<file path="src/rtl/core/setops_pkg.sv">
package setops_pkg;

  localparam int SET_DEPTH_DEF = 16;
  localparam int ELEM_W        = 32;
  localparam int OP_W          = 3;
  localparam int STATUS_W      = 2;

  // operation codes
  localparam logic [OP_W-1:0] OP_CLEAR   = 3'd0;
  localparam logic [OP_W-1:0] OP_ADD_A   = 3'd1;
  localparam logic [OP_W-1:0] OP_ADD_B   = 3'd2;
  localparam logic [OP_W-1:0] OP_UNION   = 3'd3;
  localparam logic [OP_W-1:0] OP_INTER   = 3'd4;
  localparam logic [OP_W-1:0] OP_DIFF    = 3'd5;
  localparam logic [OP_W-1:0] OP_SYMDIFF = 3'd6;

  // result status codes
  localparam logic [STATUS_W-1:0] ST_MEMBER = 2'd0;
  localparam logic [STATUS_W-1:0] ST_EMPTY  = 2'd1;
  localparam logic [STATUS_W-1:0] ST_FULL   = 2'd2;

  // how a scanned element is kept
  typedef enum logic [1:0] {
    FLT_ALL,
    FLT_IN,
    FLT_OUT
  } filt_t;

  typedef struct packed {
    logic  clear;
    logic  add_a;
    logic  add_b;
    logic  push_full;
    logic  scan_init;
    logic  idx_clear;
    logic  scan_step;
    logic  src_b;
    filt_t filt;
    logic  finish;
  } cmd_t;

  typedef struct packed {
    logic out_free;
    logic scan_done;
    logic full_a;
    logic full_b;
  } status_t;

endpackage

</file>
<file path="src/rtl/core/setops_dp.sv">
module setops_dp #(
  parameter int DEPTH = setops_pkg::SET_DEPTH_DEF
) (
  input  logic                                 clk,
  input  logic                                 rst,
  input  setops_pkg::cmd_t                     cmd,
  output setops_pkg::status_t                  status,
  input  logic signed [setops_pkg::ELEM_W-1:0] element_value,
  output logic                                 out_valid,
  input  logic                                 out_ready,
  output logic signed [setops_pkg::ELEM_W-1:0] result_value,
  output logic [setops_pkg::STATUS_W-1:0]      result_status,
  output logic                                 last_of_run
);
  import setops_pkg::*;

  localparam int AW = (DEPTH > 1) ? $clog2(DEPTH) : 1;
  localparam int CW = $clog2(DEPTH + 1);

  logic [ELEM_W-1:0] store_a [DEPTH];
  logic [ELEM_W-1:0] store_b [DEPTH];
  logic [CW-1:0]     count_a, count_b;
  logic [CW-1:0]     idx;
  logic [ELEM_W-1:0] pend;
  logic              pend_valid;

  logic [ELEM_W-1:0] elem;
  logic [CW-1:0]     src_count, oth_count;
  logic              hit, keep, out_free;
  logic              push;
  logic [ELEM_W-1:0] push_value;
  logic [STATUS_W-1:0] push_status;
  logic              push_last;

  assign out_free  = !out_valid || out_ready;
  assign src_count = cmd.src_b ? count_b : count_a;
  assign oth_count = cmd.src_b ? count_a : count_b;
  assign elem      = cmd.src_b ? store_b[idx[AW-1:0]] : store_a[idx[AW-1:0]];

  assign status.out_free  = out_free;
  assign status.scan_done = (idx == src_count);
  assign status.full_a    = (count_a == CW'(DEPTH));
  assign status.full_b    = (count_b == CW'(DEPTH));

  // parallel compare against every held entry of the other set
  always_comb begin
    hit = 1'b0;
    for (int k = 0; k < DEPTH; k++) begin
      if (CW'(k) < oth_count) begin
        if (cmd.src_b) hit = hit | (store_a[k] == elem);
        else hit = hit | (store_b[k] == elem);
      end
    end
  end

  always_comb begin
    case (cmd.filt)
      FLT_ALL: keep = 1'b1;
      FLT_IN:  keep = hit;
      FLT_OUT: keep = !hit;
      default: keep = 1'b0;
    endcase
  end

  // one element is held back so the last one can be marked
  always_comb begin
    push        = 1'b0;
    push_value  = pend;
    push_status = ST_MEMBER;
    push_last   = 1'b0;
    if (cmd.push_full) begin
      push        = 1'b1;
      push_value  = element_value;
      push_status = ST_FULL;
      push_last   = 1'b1;
    end else if (cmd.scan_step && keep && pend_valid) begin
      push = 1'b1;
    end else if (cmd.finish) begin
      push      = 1'b1;
      push_last = 1'b1;
      if (!pend_valid) begin
        push_value  = '0;
        push_status = ST_EMPTY;
      end
    end
  end

  always_ff @(posedge clk) begin
    if (cmd.add_a) store_a[count_a[AW-1:0]] <= element_value;
    if (cmd.add_b) store_b[count_b[AW-1:0]] <= element_value;
    if (cmd.scan_init || cmd.idx_clear) begin
      idx <= '0;
    end else if (cmd.scan_step) begin
      idx <= idx + 1'b1;
    end
    if (cmd.scan_step && keep) pend <= elem;
    if (push) begin
      result_value  <= push_value;
      result_status <= push_status;
      last_of_run   <= push_last;
    end
  end

  always_ff @(posedge clk) begin
    if (rst) begin
      count_a    <= '0;
      count_b    <= '0;
      pend_valid <= 1'b0;
      out_valid  <= 1'b0;
    end else begin
      if (cmd.clear) begin
        count_a <= '0;
        count_b <= '0;
      end else begin
        if (cmd.add_a) count_a <= count_a + 1'b1;
        if (cmd.add_b) count_b <= count_b + 1'b1;
      end
      if (cmd.scan_init || cmd.finish) begin
        pend_valid <= 1'b0;
      end else if (cmd.scan_step && keep) begin
        pend_valid <= 1'b1;
      end
      if (push) out_valid <= 1'b1;
      else if (out_ready) out_valid <= 1'b0;
    end
  end

endmodule

</file>
<file path="config.mk">
export PLATFORM = sky130hd
export DESIGN_NAME = setops_dp
export DESIGN_NICKNAME = d
export VERILOG_FILES = /design/src/rtl/core/setops_pkg.sv /design/src/rtl/core/setops_dp.sv
export SDC_FILE = /design/constraint.sdc
export NUM_CORES = 2
export LEC_CHECK = 0
export BUFFER_PORTS_ARGS = -buffer_cell sky130_fd_sc_hd__buf_2
export CORE_UTILIZATION = 45
export DETAILED_ROUTE_END_ITERATION = 10
export SYNTH_ARGS = -nofsm -noshare
export SYNTH_HDL_FRONTEND = slang
export SYNTH_SLANG_ARGS = --single-unit
</file>
<file path="constraint.sdc">
create_clock -name clk -period 8 [get_ports clk]
set_input_delay 0.8 -clock clk [delete_from_list [all_inputs] [get_ports clk]]
set_output_delay 0.8 -clock clk [all_outputs]
set_load 0.02 [all_outputs]
</file>
==> results by group <==
GRT
  – GRT Total Usage: 0.314
  – First-pass GRT wire length: 264,000 um
  – Number of global-route vias before repair: between 30,000 and 40,000
  – Largest net degree at the start of global routing: 111
  – Global route total overflow: 0
  – Initial antenna violation count: 10

Placement
  – GPL Wtd Cong: 0.969
  – Area after DPL: 56,900 um^2
  – DPL Wire Length: about 130,000 um
  – I/O Buffers: 85

Synth
  – Ys flop type: edfxtp_1
  – Net Count, Synth: 3,441
  – Post-synth EDFFs: about 1,100
  – Avg Inst Size Synth: 16.1 um^2
  – Area share of the largest cell type after synthesis: 0.601
  – Yosys warns: 0
  – Main area contributors after synthesis: edfxtp_1, mux2i_1, mux4_2
  – Share of flip-flops with an asynchronous set or reset: 0
  – #FFs+latches synth: 1,112
  – Cell Area, Synth: between 50,000 and 60,000 um^2
  – Synth area leader: edfxtp_1
  – Syn Inst Count: 3,386
  – Sequential share of the synthesized area: 0.608
  – Post-synth cell types: 47

Clocking
  – Htree depth: 3
  – Post-CTS Setup Inserts: 0
  – Post-CTS Hold Fix Bufs: 0
  – Worst-Skew Late Latency: 0.75 ns
  – Clock slew at reported path FFs: roughly 0.060 ns
  – Num Clock Sinks: 1,112
  – Post-cts gate resize count: 0
  – Clock root buffer: clkbuf_16
  – Num CTS Buffers: 117
  – CTS tree: yes
  – Longest Clk Path Bufs: 3

Worst setup path
  – Setup Crit Path Kind: register to register
  – R2R Path End: result_value[20]$_DFFE_PP_
  – CP Data Required Time: approximately 8.4 ns
  – Critical path arrival: 7.29 ns
  – Critical Path Stages: 13
  – Worst r2r path cells: 13
  – R2r setup slk: 1.10 ns
  – CP bufs+invs: 2
  – Worst setup EP type: register
  – CP startpoint kind: register
  – Worst-path maximum fanout: 38
  – CP delay by family, top: simple AND/OR/NAND/NOR gates
  – Slowest Stage Delay on Critical Path: 1.01 ns
  – Slowest CP cell: nor4_1
  – CP cell instances: buf_12, mux4_2, mux4_2, mux2i_4, xor2_1, nor4_1, nand4_1, nor4_1, a2111oi_4, nand4_1, o41ai_2, o31ai_4, buf_4

Floorplanning
  – Initial Utilization: 0.454
  – Core area: 120,000 um^2
  – Ports: 86
  – Die area: 123,000 um^2
  – Die W: 350 um
  – Die H: 350 um
  – Site row count: ~130

STA
  – Fin. Hold Viols: 0
  – Clock Skews: between 0.02 and 0.03 ns
  – Fmax: 0.145 GHz
  – Setup-failing EPs final: 0
  – Fin crit share: 0.862
  – Slew margin rel.: 0.182
  – Worst Tran Pin Value: 1.22 ns
  – Period minus WS final: just under 7 ns
  – Slew Viols, Final: 0
  – Setup TNS: 0 ns
  – RSZ-0062 raised after global routing: false

Final layout
  – Layout Nets: 3,531
  – Fin area: 60,800 um^2
  – P&R area growth vs syn: 11.5%
  – Most frequent cells in the layout: edfxtp_1, mux2i_1, xnor2_1
  – Layout cell share with drive strength beyond 1: 0.173
  – Commonest non-fill, non-tap cell in the layout: edfxtp_1
  – Final Util: 0.506
  – Fillcell total: about 10,000

Power
  – Max VDD drop: about 210 uV
  – Pwr/cell area: 224 nW/um^2
  – Leakage: 20.1 nW

Worst hold path
  – Worst Hold Path EP: idx[4]$_SDFFE_PP0P_
  – Hold_sp: cmd[5]
  – Hold/Removal Path Class: input port to register
  – Hold depth: 2

Drt
  – Antenna Nets Post-Route: 0
  – Routed Wire Length: 195,000 um
  – Iteration count of the initial detailed-routing pass: 5
  – Total number of vias: 33,130
  – Residual DRC count: 0
  – Routed len/inst: 37.5 um
  – Via/cell ratio: 6.39
  – DRT iter0 DRCs: 5,015

Status
  – Outcome: completed

Run
  – Max-cap violation count: 0
[sequential cells by signal, indices dropped and copies added (netlist names), named ones only]
signal and cells:
pend_valid 1, store_a 512, result_value 32, result_status 2
idx 5, out_valid 1, pend 32, count_b 5
store_b 512, last_of_run 1, count_a 5
[cells in the mapped netlist (all sizes together), types with 2 or more instances]
master  number
mux2i      780
clkbuf      76
dfxtp       21
buf        147
o21ai        3
edfxtp    1091
a21oi       68
xor2       254
and2        29
xnor2      275
o31a         2
nand2b       2
a22oi      120
nor2        23
and3b        2
nor4       118
or2          3
nor2b        3
ha           9
and3         8
nand4       50
o31ai        4
nor3        30
a22o        32
nand2       15
inv         27
mux4       170
nand3        9
a31oi        3
[cell type report]
| class | count | area [um^2] | share of cell area |
|---|---|---|---|
| well taps | 1612 | 2020 | 0.0332 |
| clock buffers | 139 | 3030 | 0.0498 |
| inverters | 27 | 101 | 0.00167 |
| flip-flops and latches | 1112 | 33200 | 0.546 |
| clock inverters | 75 | 863 | 0.0142 |
| diodes | 1 | 2.50 | 0.0000411 |
| multi-input cells | 2024 | 20200 | 0.332 |
| repair buffers | 194 | 1420 | 0.0233 |
[metrics by stage]
step	cells	setup WS [ns]	hold WS, ns	power (W)
3_5_place_dp	4969	1.32	0.479	0.00807
5_1_grt	5183	0.938	0.320	0.0139
6_report	5184	1.10	0.306	0.0136
3_3_place_gp	4969	1.33	0.473	0.00807
4_1_cts	5183	1.31	0.273	0.0136
2_1_floorplan	3386	2.20	0.462	0.00743
[layer usage]
layer / global-route usage / routed length (um) / part of all wire / vias to the layer above
met5: 0 / 41 / 0.00021 / -
met4: 0.105 / 6650 / 0.034 / 6
met3: 0.0719 / 20800 / 0.11 / 275
met2: 0.462 / 84400 / 0.43 / 1934
met1: 0.458 / 82700 / 0.42 / 17409
li1: - / - / - / 13506
[cell families after synthesis]
family          share of synthesized area
fa+ha+maj                         0.00206
mux                                 0.217
xor+xnor                           0.0849
flops                               0.608
compound gates                     0.0314
simple gates                       0.0312
buf+inv                            0.0247
[report_power, final]
part | leakage, nW | internal (W) | total, W | switching, W
registers | 10.1 | 0.00647 | 0.00650 | 0.0000349
logic | 8.14 | 0.000452 | 0.00149 | 0.00104
clock network | 1.90 | 0.00330 | 0.00564 | 0.00234
total | 20.1 | 0.0102 | 0.0136 | 0.00342
[how the worst max path moves through the flow]
stage               startpoint                         end
floorplan               cmd[3]   last_of_run$_SDFFCE_PP1P_
global placement      register  result_value[15]$_DFFE_PP_
detailed placement    register  result_value[15]$_DFFE_PP_
CTS                   register  result_value[27]$_DFFE_PP_
global route          register  result_value[27]$_DFFE_PP_
finish                register  result_value[20]$_DFFE_PP_
Power figures use the tool's default switching activity.
