`src/rtl/core/setops_pkg.sv`:
```
package setops_pkg;

  localparam int SET_DEPTH_DEF = 16;
  localparam int ELEM_W        = 32;
  localparam int OP_W          = 3;
  localparam int STATUS_W      = 2;

  // operation codes
  localparam logic [OP_W-1:0] OP_CLEAR   = 3'd0;
  localparam logic [OP_W-1:0] OP_ADD_A   = 3'd1;
  localparam logic [OP_W-1:0] OP_ADD_B   = 3'd2;
  localparam logic [OP_W-1:0] OP_UNION   = 3'd3;
  localparam logic [OP_W-1:0] OP_INTER   = 3'd4;
  localparam logic [OP_W-1:0] OP_DIFF    = 3'd5;
  localparam logic [OP_W-1:0] OP_SYMDIFF = 3'd6;

  // result status codes
  localparam logic [STATUS_W-1:0] ST_MEMBER = 2'd0;
  localparam logic [STATUS_W-1:0] ST_EMPTY  = 2'd1;
  localparam logic [STATUS_W-1:0] ST_FULL   = 2'd2;

  // how a scanned element is kept
  typedef enum logic [1:0] {
    FLT_ALL,
    FLT_IN,
    FLT_OUT
  } filt_t;

  typedef struct packed {
    logic  clear;
    logic  add_a;
    logic  add_b;
    logic  push_full;
    logic  scan_init;
    logic  idx_clear;
    logic  scan_step;
    logic  src_b;
    filt_t filt;
    logic  finish;
  } cmd_t;

  typedef struct packed {
    logic out_free;
    logic scan_done;
    logic full_a;
    logic full_b;
  } status_t;

endpackage

```
`src/rtl/core/setops_ctrl.sv`:
```
module setops_ctrl (
  input  logic                          clk,
  input  logic                          rst,
  input  logic                          in_valid,
  output logic                          in_ready,
  input  logic [setops_pkg::OP_W-1:0]   operation,
  input  setops_pkg::status_t           status,
  output setops_pkg::cmd_t              cmd
);
  import setops_pkg::*;

  typedef enum logic [1:0] {
    S_IDLE,
    S_SCAN_A,
    S_SCAN_B,
    S_FINISH
  } state_t;

  state_t          state, state_next;
  logic [OP_W-1:0] op_q, op_q_next;
  logic            accept;

  assign in_ready = (state == S_IDLE) && status.out_free;
  assign accept   = in_valid && in_ready;

  always_comb begin
    cmd        = '0;
    cmd.filt   = FLT_ALL;
    state_next = state;
    op_q_next  = op_q;
    case (state)
      S_IDLE: begin
        if (accept) begin
          case (operation)
            OP_CLEAR: cmd.clear = 1'b1;
            OP_ADD_A: begin
              if (status.full_a) cmd.push_full = 1'b1;
              else cmd.add_a = 1'b1;
            end
            OP_ADD_B: begin
              if (status.full_b) cmd.push_full = 1'b1;
              else cmd.add_b = 1'b1;
            end
            OP_UNION, OP_INTER, OP_DIFF, OP_SYMDIFF: begin
              cmd.scan_init = 1'b1;
              op_q_next     = operation;
              state_next    = S_SCAN_A;
            end
            default: ;
          endcase
        end
      end
      S_SCAN_A: begin
        cmd.src_b = 1'b0;
        case (op_q)
          OP_UNION: cmd.filt = FLT_ALL;
          OP_INTER: cmd.filt = FLT_IN;
          default:  cmd.filt = FLT_OUT;
        endcase
        if (status.scan_done) begin
          cmd.idx_clear = 1'b1;
          if (op_q inside {OP_UNION, OP_SYMDIFF}) state_next = S_SCAN_B;
          else state_next = S_FINISH;
        end else if (status.out_free) begin
          cmd.scan_step = 1'b1;
        end
      end
      S_SCAN_B: begin
        cmd.src_b = 1'b1;
        cmd.filt  = FLT_OUT;
        if (status.scan_done) begin
          state_next = S_FINISH;
        end else if (status.out_free) begin
          cmd.scan_step = 1'b1;
        end
      end
      S_FINISH: begin
        if (status.out_free) begin
          cmd.finish = 1'b1;
          state_next = S_IDLE;
        end
      end
      default: state_next = S_IDLE;
    endcase
  end

  always_ff @(posedge clk) begin
    if (rst) begin
      state <= S_IDLE;
      op_q  <= OP_CLEAR;
    end else begin
      state <= state_next;
      op_q  <= op_q_next;
    end
  end

endmodule

```
`config.mk`:
```
export PLATFORM = sky130hd
export DESIGN_NAME = setops_ctrl
export DESIGN_NICKNAME = d
export VERILOG_FILES = /design/src/rtl/core/setops_pkg.sv /design/src/rtl/core/setops_ctrl.sv
export SDC_FILE = /design/constraint.sdc
export NUM_CORES = 1
export LEC_CHECK = 0
export ABC_AREA = 1
export BUFFER_PORTS_ARGS = -buffer_cell sky130_fd_sc_hd__buf_2
export CORE_AREA = 2 2 39 41
export CTS_BUF_LIST = sky130_fd_sc_hd__clkbuf_4
export CTS_CLUSTER_SIZE = 12
export DETAILED_ROUTE_END_ITERATION = 10
export DIE_AREA = 0 0 41 43
export PLACE_DENSITY_LB_ADDON = 0.12
export SYNTH_ARGS = -nofsm -noshare
export SYNTH_HDL_FRONTEND = slang
export SYNTH_SLANG_ARGS = --single-unit
export TNS_END_PERCENT = 50
```
`constraint.sdc`:
```
create_clock -name clk -period 3.35 [get_ports clk]
set_clock_uncertainty 0.05 [all_clocks]
set_input_delay 0.8375 -clock clk [delete_from_list [all_inputs] [get_ports clk]]
set_output_delay 0.8375 -clock clk [all_outputs]
set_load 0.05 [all_outputs]
```
==> results of run 1 <==
[critical path, stage by stage, from the launching register on]
cell and delay (ns):
dfxtp_1 0.35, inv_1 0.13, ha_1 0.24, inv_2 0.05
a21oi_1 0.29, and3_2 0.23, buf_2 0.25
[logic make-up (layout without fill, tap and decap cells)]
logic type / count (synthesis) / after routing / share of synthesized area (%)
adder cells (fa/ha/maj): 6 / 6 / 15.2
flip-flops: 5 / 5 / 20.3
buffers and inverters: 18 / 43 / 13.7
AND/OR/NAND/NOR: 31 / 31 / 36.5
AO/OA/AOI/OAI: 12 / 12 / 14.4
[layout by cell type, fill, tap and decap left out]
cell      netlist  routed
buf_2           0      21
inv_1          17      17
nand3_1         8       8
nand2_1         8       8
a21oi_1         6       6
ha_1            6       6
dfxtp_1         5       5
nor2_1          4       4
clkbuf_4        0       4
nor3_1          3       3
o21ai_0         3       3
nor2_4          2       2
nand3_2         2       2
a32o_1          1       1
nand3_4         1       1
inv_2           1       1
and3_2          1       1
nor4_2          0       1
nand2_2         1       1
o21bai_1        1       1
a21oi_2         1       1
[metal layers]
layer / GRT usage (%) / part of all wire (%) / up-vias
met5: 0 / 0 / -
met4: 8.00 / 0 / 0
met3: 1.57 / 5.1 / 0
met2: 19.4 / 50 / 12
met1: 14.8 / 45 / 231
li1: - / - / 283
[area by class of cell]
class / instances / area share (%)
multi-input cells: 49 / 50.8
clock buffers: 4 / 4.58
repair buffers: 21 / 16.0
flip-flops and latches: 5 / 15.3
inverters: 18 / 10.3
well taps: 16 / 3.05
[worst max-delay path by stage]
| stage | endpoint | slack, ns | cells past startpoint |
|---|---|---|---|
| detailed placement | cmd[7] | 0.70 | 7 |
| CTS | cmd[4] | 0.64 | 6 |
| global route | cmd[7] | 0.53 | 8 |
| global placement | cmd[7] | 0.73 | 7 |
| finish | cmd[4] | 0.66 | 6 |
| floorplan | cmd[9] | 0.28 | 4 |
[flip-flops by register name (all words and copies together) (netlist names)]
| register | count |
|---|---|
| op_q | 3 |
| state | 2 |
[where the power goes]
| group | switching (mW) | total [mW] | internal (mW) |
|---|---|---|---|
| sequential | 0.0128 | 0.0849 | 0.0720 |
| combinational | 0.150 | 0.216 | 0.0657 |
| clock | 0.0273 | 0.0806 | 0.0533 |
| total | 0.190 | 0.381 | 0.191 |
[through the flow]
step	setup WS, ns	util (%)
after floorplan	0.276	-
after CTS	0.637	47.4
after detailed placement	0.705	45.2
after global placement	0.731	45.2
final	0.664	47.4
after global routing	0.530	47.4
==> run metrics, run 1 <==
drt pass-1 iters 4; final net count 114; most common cell in the netlist inv_1; Synth Flop Type dfxtp_1; worst vdd ir 0.210 mV; Final Wtd Congestion 0.665; worst hold stages 2; Port Buf Inserts 21; DIE WIDTH 41 µm; initial core utilization 35.7%; H-tree levels 1; Hold Violations, Final 0; gr usage total 12.4%; DR DRC count 0; Wirelength per Cell 8.92 µm; vias in the first global route 408; worst r2r src state[0]; P per Cell Area 582 nW/µm²; via-per-instance ratio 4.65; Diodes inserted 0; #FFs+latches synth 5; FF-to-FF setup slack 1.81 ns; RSZ-0062 raised after global routing false; register area share after synthesis 20.3%; cts hold-fix bufs 0; Max-slew headroom 78.9%; Setup TNS 0 ns; fin. max-slew vios 0; crit path from state[1]; Die H 43 µm; crit path launch type register; synthesized cell area 494 µm²; first-pass GRT wire length 1.48 mm; Routed Antenna Nets 0; fin crit period 2.69 ns; Post-synth ARST share 0%; site row count 14; Worst EP arrival 1.80 ns; Yosys top cell area share 20.3%; Slew @ Worst Pin 0.316 ns; CP required 2.46 ns; final WL 1.01 mm; Clk pin slew, worst setup/hold paths 0.05 ns; CTS tree done; # resized after CTS 0; Hold Crit Class register to register; Root Driver clkbuf_4; Post-synth top cells inv_1, nand2_1, nand3_1; Hold Crit Start op_q[1]; initial DRC count 9; R2R Path End state[0]; maximum buffer depth of the clock tree 2; Num CTS Buffers 3; Multi-input gate area 333 µm²; critical path class register to primary output; Area Overhead vs Synth 32.7%; Final period util 80.2%; Pleak 0.352 nW; Boundary Pins 22; number of distinct library cells after synthesis 19; Sink Count 5; Core Footprint 1380 µm²; Post-synth EDFFs 0; Fillers 158; Hold EP op_q[1]; Synth Warn # 0; # setup viols final 0; top post-synthesis cells by area dfxtp_1, ha_1, inv_1, nand3_1, a21oi_1; Max FO, Critical Path 5; worst hold slack 0.435 ns; initial antenna violation count 0; fraction of layout cells with a size suffix above 1 36.1%; area of placed instances 626 µm²; max cap viols 0; routed via count 526; grt total ovfl 0; Final Power 0.381 mW; fmax 372 MHz; Setup Fix Bufs, Post-CTS 0; Post-Layout Cell Count 113; pin count of the biggest net entering global routing 9; total die area 1760 µm²; Final Cell Area 656 µm²; CP endpoint kind primary output; Detailed Place HPWL 845 µm; status finished clean; syn nets 88; Synth Area per Inst 6.86 µm²; Synth area leader dfxtp_1; placed insts 109; Post-Synthesis Cells 72; Clock Latency Late Sink 0.25 ns; FF-to-FF path depth 9; Reg area 100 µm²
Note: power is estimated with default switching activity, not from simulation.
==> run 2: changes to the inputs <==
- ABC_AREA: 1 -> 0
- clock period: 3.35 -> 2.4 ns (I/O delays scaled with it)
==> run 2 against run 1 <==
Flip-flop and latch count is the same. Sequential share of layout area shrank 1.2 points. Power grew 2.3%. Final area grew 8.8%. Cell count shrank 7.1%. Worst setup slack lost 0.55 ns. Synthesized area grew 6.3%. Clock power grew 21%.
==> run metrics, run 2 <==
number of distinct library cells after synthesis 27; CTS tree done; cts hold-fix bufs 0; fraction of layout cells with a size suffix above 1 39.3%; placed insts 101; Util after Layout 51.5%; Worst EP arrival 1.64 ns; Synth Flop Type dfxtp_1; Setup Fix Bufs, Post-CTS 0; Boundary Pins 22; Post-synth ARST share 0%; Port Buf Inserts 21; Top reg by flops op_q; area of placed instances 668 µm²; Synth Warn # 0; CP required 1.75 ns; most common cell after layout, fill and taps aside buf_2; maximum buffer depth of the clock tree 2; register area share after synthesis 19.0%; first-pass GRT wire length 1.82 mm; Hold Crit Class register to register; max reg flops 3; CP endpoint kind primary output; via-per-instance ratio 5.05; site row count 14; Clk pin slew, worst setup/hold paths 0.05 ns; status finished clean; initial DRC count 8; Synth Area per Inst 8.34 µm²; crit path launch type register; Diodes inserted 0; top post-synthesis cells by area dfxtp_1, ha_1, a21oi_1, nand2b_1, xor2_1; post-synthesis compound-gate area fraction 16.2%; syn nets 79; Routed Antenna Nets 0; initial antenna violation count 0; Pleak 0.335 nW; Sink Count 5; Synth area leader dfxtp_1; grt total ovfl 0; total die area 1760 µm²; fin crit period 2.29 ns; Detailed Place HPWL 910 µm; Wirelength per Cell 10.6 µm; critical path class register to primary output; area share of fa/ha/maj cells after synthesis 14.3%; worst hold slack 0.521 ns; Post-Synth XOR/XNOR Area 8.10%; fmax 438 MHz; Die H 43 µm; # setup viols final 0; Simple-Gate Fraction of Synth Area 34.8%; # resized after CTS 2; Max-slew headroom 79.0%; Fillers 132; largest registers op_q (3), state (2); P per Cell Area 547 nW/µm²; Final Power 0.390 mW; Slew @ Worst Pin 0.315 ns; RSZ-0062 raised after global routing false; #FFs+latches synth 5; Setup TNS 0 ns; Clock Latency Late Sink 0.24 ns; most common cell in the netlist a21oi_1; mux cell area share after synthesis 1.90%; gr usage total 14.4%; routed via count 530; initial core utilization 38.0%; Yosys top cell area share 19.0%; final net count 106; Max FO, Critical Path 5; synthesized cell area 526 µm²; Post-Synthesis Cells 63; most frequent cells in the layout buf_2, a21oi_1, ha_1; H-tree levels 1; Post-Layout Cell Count 105; DR DRC count 0; vias in the first global route 471; worst setup margin 0.115 ns; largest family of logic cells by synthesized area simple AND/OR/NAND/NOR gates; max cap viols 0; Root Driver clkbuf_4; fin. max-slew vios 0; Setup WS pre-CTS 0.109 ns; Post-synth top cells a21oi_1, ha_1, dfxtp_1, nand2b_1; Core Footprint 1380 µm²; Hold Violations, Final 0; Final Cell Area 713 µm²; final WL 1.11 mm; pin count of the biggest net entering global routing 9; Final Wtd Congestion 0.734; worst vdd ir 0.362 mV; Final period util 95.2%; Area Overhead vs Synth 35.7%; DIE WIDTH 41 µm; Post-synth EDFFs 0; Num CTS Buffers 3; drt pass-1 iters 3
==> run 2: cell count changes after synthesis, moves of 3 or more <==
cell,change
o21ai_0,-3
and2_1,+3
nand3_1,-8
nand2b_1,+5
xor2_1,+3
nand3b_1,+3
inv_1,-15
nand2_1,-5
==> run 2: power by group <==
group	internal (mW)	switching (mW)	total (mW)
registers	0.0919	0.00827	0.100
clock network	0.0604	0.0372	0.0976
logic	0.0730	0.119	0.192
==> run 2: per-layer routing <==
metal | GRT usage [%] | wire length [µm] | vias to the layer above
li1 | - | - | 276
met1 | 18.4 | 524 | 240
met2 | 23.1 | 536 | 14
met3 | 1.57 | 47 | 0
met4 | 6.00 | 0 | 0
met5 | 0 | 0 | -
==> run 2: area by class of cell <==
type	instances	area, µm²	area share (%)
Multi-Input combinational cell	54	425	59.6
Timing Repair Buffer	24	133	18.6
Sequential cell	5	100	14.0
Clock buffer	3	22.5	3.16
Tap cell	16	20.0	2.81
Inverter	2	7.51	1.05
Clock inverter	1	5.00	0.702
==> run 2: final timing paths <==
kind	startpoint	endpoint	slack, ns	cells after the start
worst max-delay path	state[1]	cmd[8]	0.11	6
worst min-delay path	op_q[1]	op_q[1]	0.52	2
worst max register to register	state[0]	state[0]	0.70	7
worst min register to register	op_q[1]	op_q[1]	0.52	2
==> run 2: cells by family after synthesis <==
logic type / after synthesis
fa+ha+maj: 6
compound gates: 13
flops: 5
simple gates: 30
mux: 1
xor+xnor: 4
buf+inv: 4
==> run 2: critical path, cell delays in order (launching register included) <==
cell	delay, ns
dfxtp_1	0.30
inv_1	0.09
ha_1	0.18
and3_2	0.23
nand2b_2	0.13
nor4b_2	0.23
buf_4	0.23
==> run 3: changes to the inputs <==
- clock period: 2.4 -> 2.05 ns (I/O delays scaled with it)
==> run 3 against run 2 <==
The run now ends with negative setup slack left. Critical path depth grew 1. Worst setup slack lost 0.12 ns. Global-route usage grew 4.2 points. Die area is the same. Register-to-register slack lost 0.39 ns. Count of clock-buffer cells in the layout grew 1. Combinational power grew 44%. Sequential share of layout area shrank 1.9 points. Critical path type unchanged.
==> run metrics, run 3 (synthesis results as in run 2) <==
status finished with violations; failing checks negative setup slack; gr usage total 18.6%; first-pass GRT wire length 2.22 mm; worst hold slack 0.470 ns; worst r2r src state[0]; initial core utilization 38.0%; fin. max-slew vios 0; Slew @ Worst Pin 0.317 ns; crit path from state[1]; Clock Latency Late Sink 0.25 ns; Reg area 103 µm²; Fillers 125; fraction of layout cells with a size suffix above 1 50.5%; CTS tree done; Worst EP arrival 1.50 ns; total die area 1760 µm²; maximum buffer depth of the clock tree 2; Area Overhead vs Synth 60.2%; pin count of the biggest net entering global routing 8; via-per-instance ratio 5.29; Core Footprint 1380 µm²; CP endpoint kind primary output; fin crit period 2.06 ns; vias in the first global route 549; Clk pwr share 24.6%; max cap viols 0; largest registers op_q (3), state (2); Max FO, Critical Path 3; most frequent cells in the layout buf_2, buf_4, a21oi_1; DR DRC count 0; CP required 1.49 ns; Sw Share 40.5%; R2R Path End state[0]; final WL 1.36 mm; Final Wtd Congestion 0.711; drt pass-1 iters 4; site row count 14; Pleak 0.384 nW; initial DRC count 13; Routed Antenna Nets 0; Final period util 100%; Hold Crit Class input port to register; worst vdd ir 0.452 mV; Seq pwr share 22.9%; # setup viols final 3; max reg flops 3; Wirelength per Cell 12.2 µm; Internal 0.315 mW; Multi-input gate area 470 µm²; Die H 43 µm; most common cell after layout, fill and taps aside buf_2; Root Driver clkbuf_4; H-tree levels 1; RSZ-0062 raised after global routing true; Detailed Place HPWL 1.04 mm; critical path class register to primary output; crit path launch type register; Post-Layout Cell Count 111; Boundary Pins 22; CP Capture Point cmd[7]; final net count 112; Num CTS Buffers 3; worst setup margin -0.00860 ns; combinational share of power 52.5%; grt total ovfl 0; Sw Pwr 0.214 mW; Port Buf Inserts 21; Sink Count 5; Hold Violations, Final 0; P per Cell Area 628 nW/µm²; FF-to-FF setup slack 0.31 ns; routed via count 587; Max-slew headroom 78.9%; fmax 486 MHz; placed insts 104; Diodes inserted 0; DIE WIDTH 41 µm; initial antenna violation count 0; FF-to-FF path depth 7; Top reg by flops op_q; Clk pin slew, worst setup/hold paths 0.05 ns
==> run 3: cell count changes in the layout (fill, tap and decap cells not counted), sizes merged <==
cell | previous run | this run
clkinv | 1 | 0
clkbuf | 3 | 5
buf | 24 | 29
==> run 3: what timing repair did <==
action                     4_1_cts  5_1_grt
hold buffers                     0        0
pin swaps                        2        0
gates resized for setup          9        6
setup buffers                    3        0
setup endpoints to repair        4        7
==> run 3: routing by layer <==
metal / track usage (%) / vias up / share of wire, %
met2: 30.0 / 17 / 54
met4: 2.00 / 0 / 0
li1: - / 290 / -
met3: 7.85 / 0 / 4.8
met1: 22.9 / 280 / 41
met5: 0 / - / 0
==> run 3: how the worst min path moves through the flow <==
stage | slack [ns] | endpoint | startpoint | cells after the start
6_report | 0.47 | op_q[0] | rst | 2
5_1_grt | 0.48 | state[0] | rst | 2
4_1_cts | 0.47 | op_q[0] | rst | 2
3_5_place_dp | 0.49 | state[0] | state[0] | 2
3_3_place_gp | 0.49 | state[0] | state[0] | 2
2_1_floorplan | 0.44 | state[1] | state[1] | 2
==> run 3: power groups by stage <==
stage          registers [mW]  clock network (mW)  logic (mW)
6_report                0.121               0.130       0.277
5_1_grt                 0.122               0.144       0.303
4_1_cts                 0.120               0.135       0.276
3_5_place_dp            0.124                   0       0.254
3_3_place_gp            0.123                   0       0.253
2_1_floorplan           0.122                   0       0.187
==> run 3: cell type report <==
class	count	share of cell area, %
multi-input cells	54	55.9
repair buffers	30	24.8
flip-flops and latches	5	12.2
clock buffers	4	3.57
well taps	16	2.38
inverters	2	1.19
==> run 3: worst max-delay path, stage by stage (launching register included) <==
cell and delay, ns:
dfxtp_2 0.31, inv_2 0.08, ha_4 0.15, and3_4 0.19, nand2b_4 0.08, buf_4 0.16
a21oi_2 0.11, buf_6 0.17
==> run 3: stage by stage <==
step / util (%) / TNS [ns] / total power [mW] / setup WS (ns) / area, µm²
2_1_floorplan: - / -0.0391 / 0.309 / -0.0376 / 599
6_report: 60.8 / -0.0211 / 0.528 / -0.00860 / 842
3_5_place_dp: 54.0 / 0 / 0.377 / 0.0538 / 747
5_1_grt: 60.8 / -0.324 / 0.569 / -0.102 / 842
3_3_place_gp: 54.0 / 0 / 0.376 / 0.0741 / 747
4_1_cts: 60.0 / -0.0496 / 0.531 / -0.0245 / 831
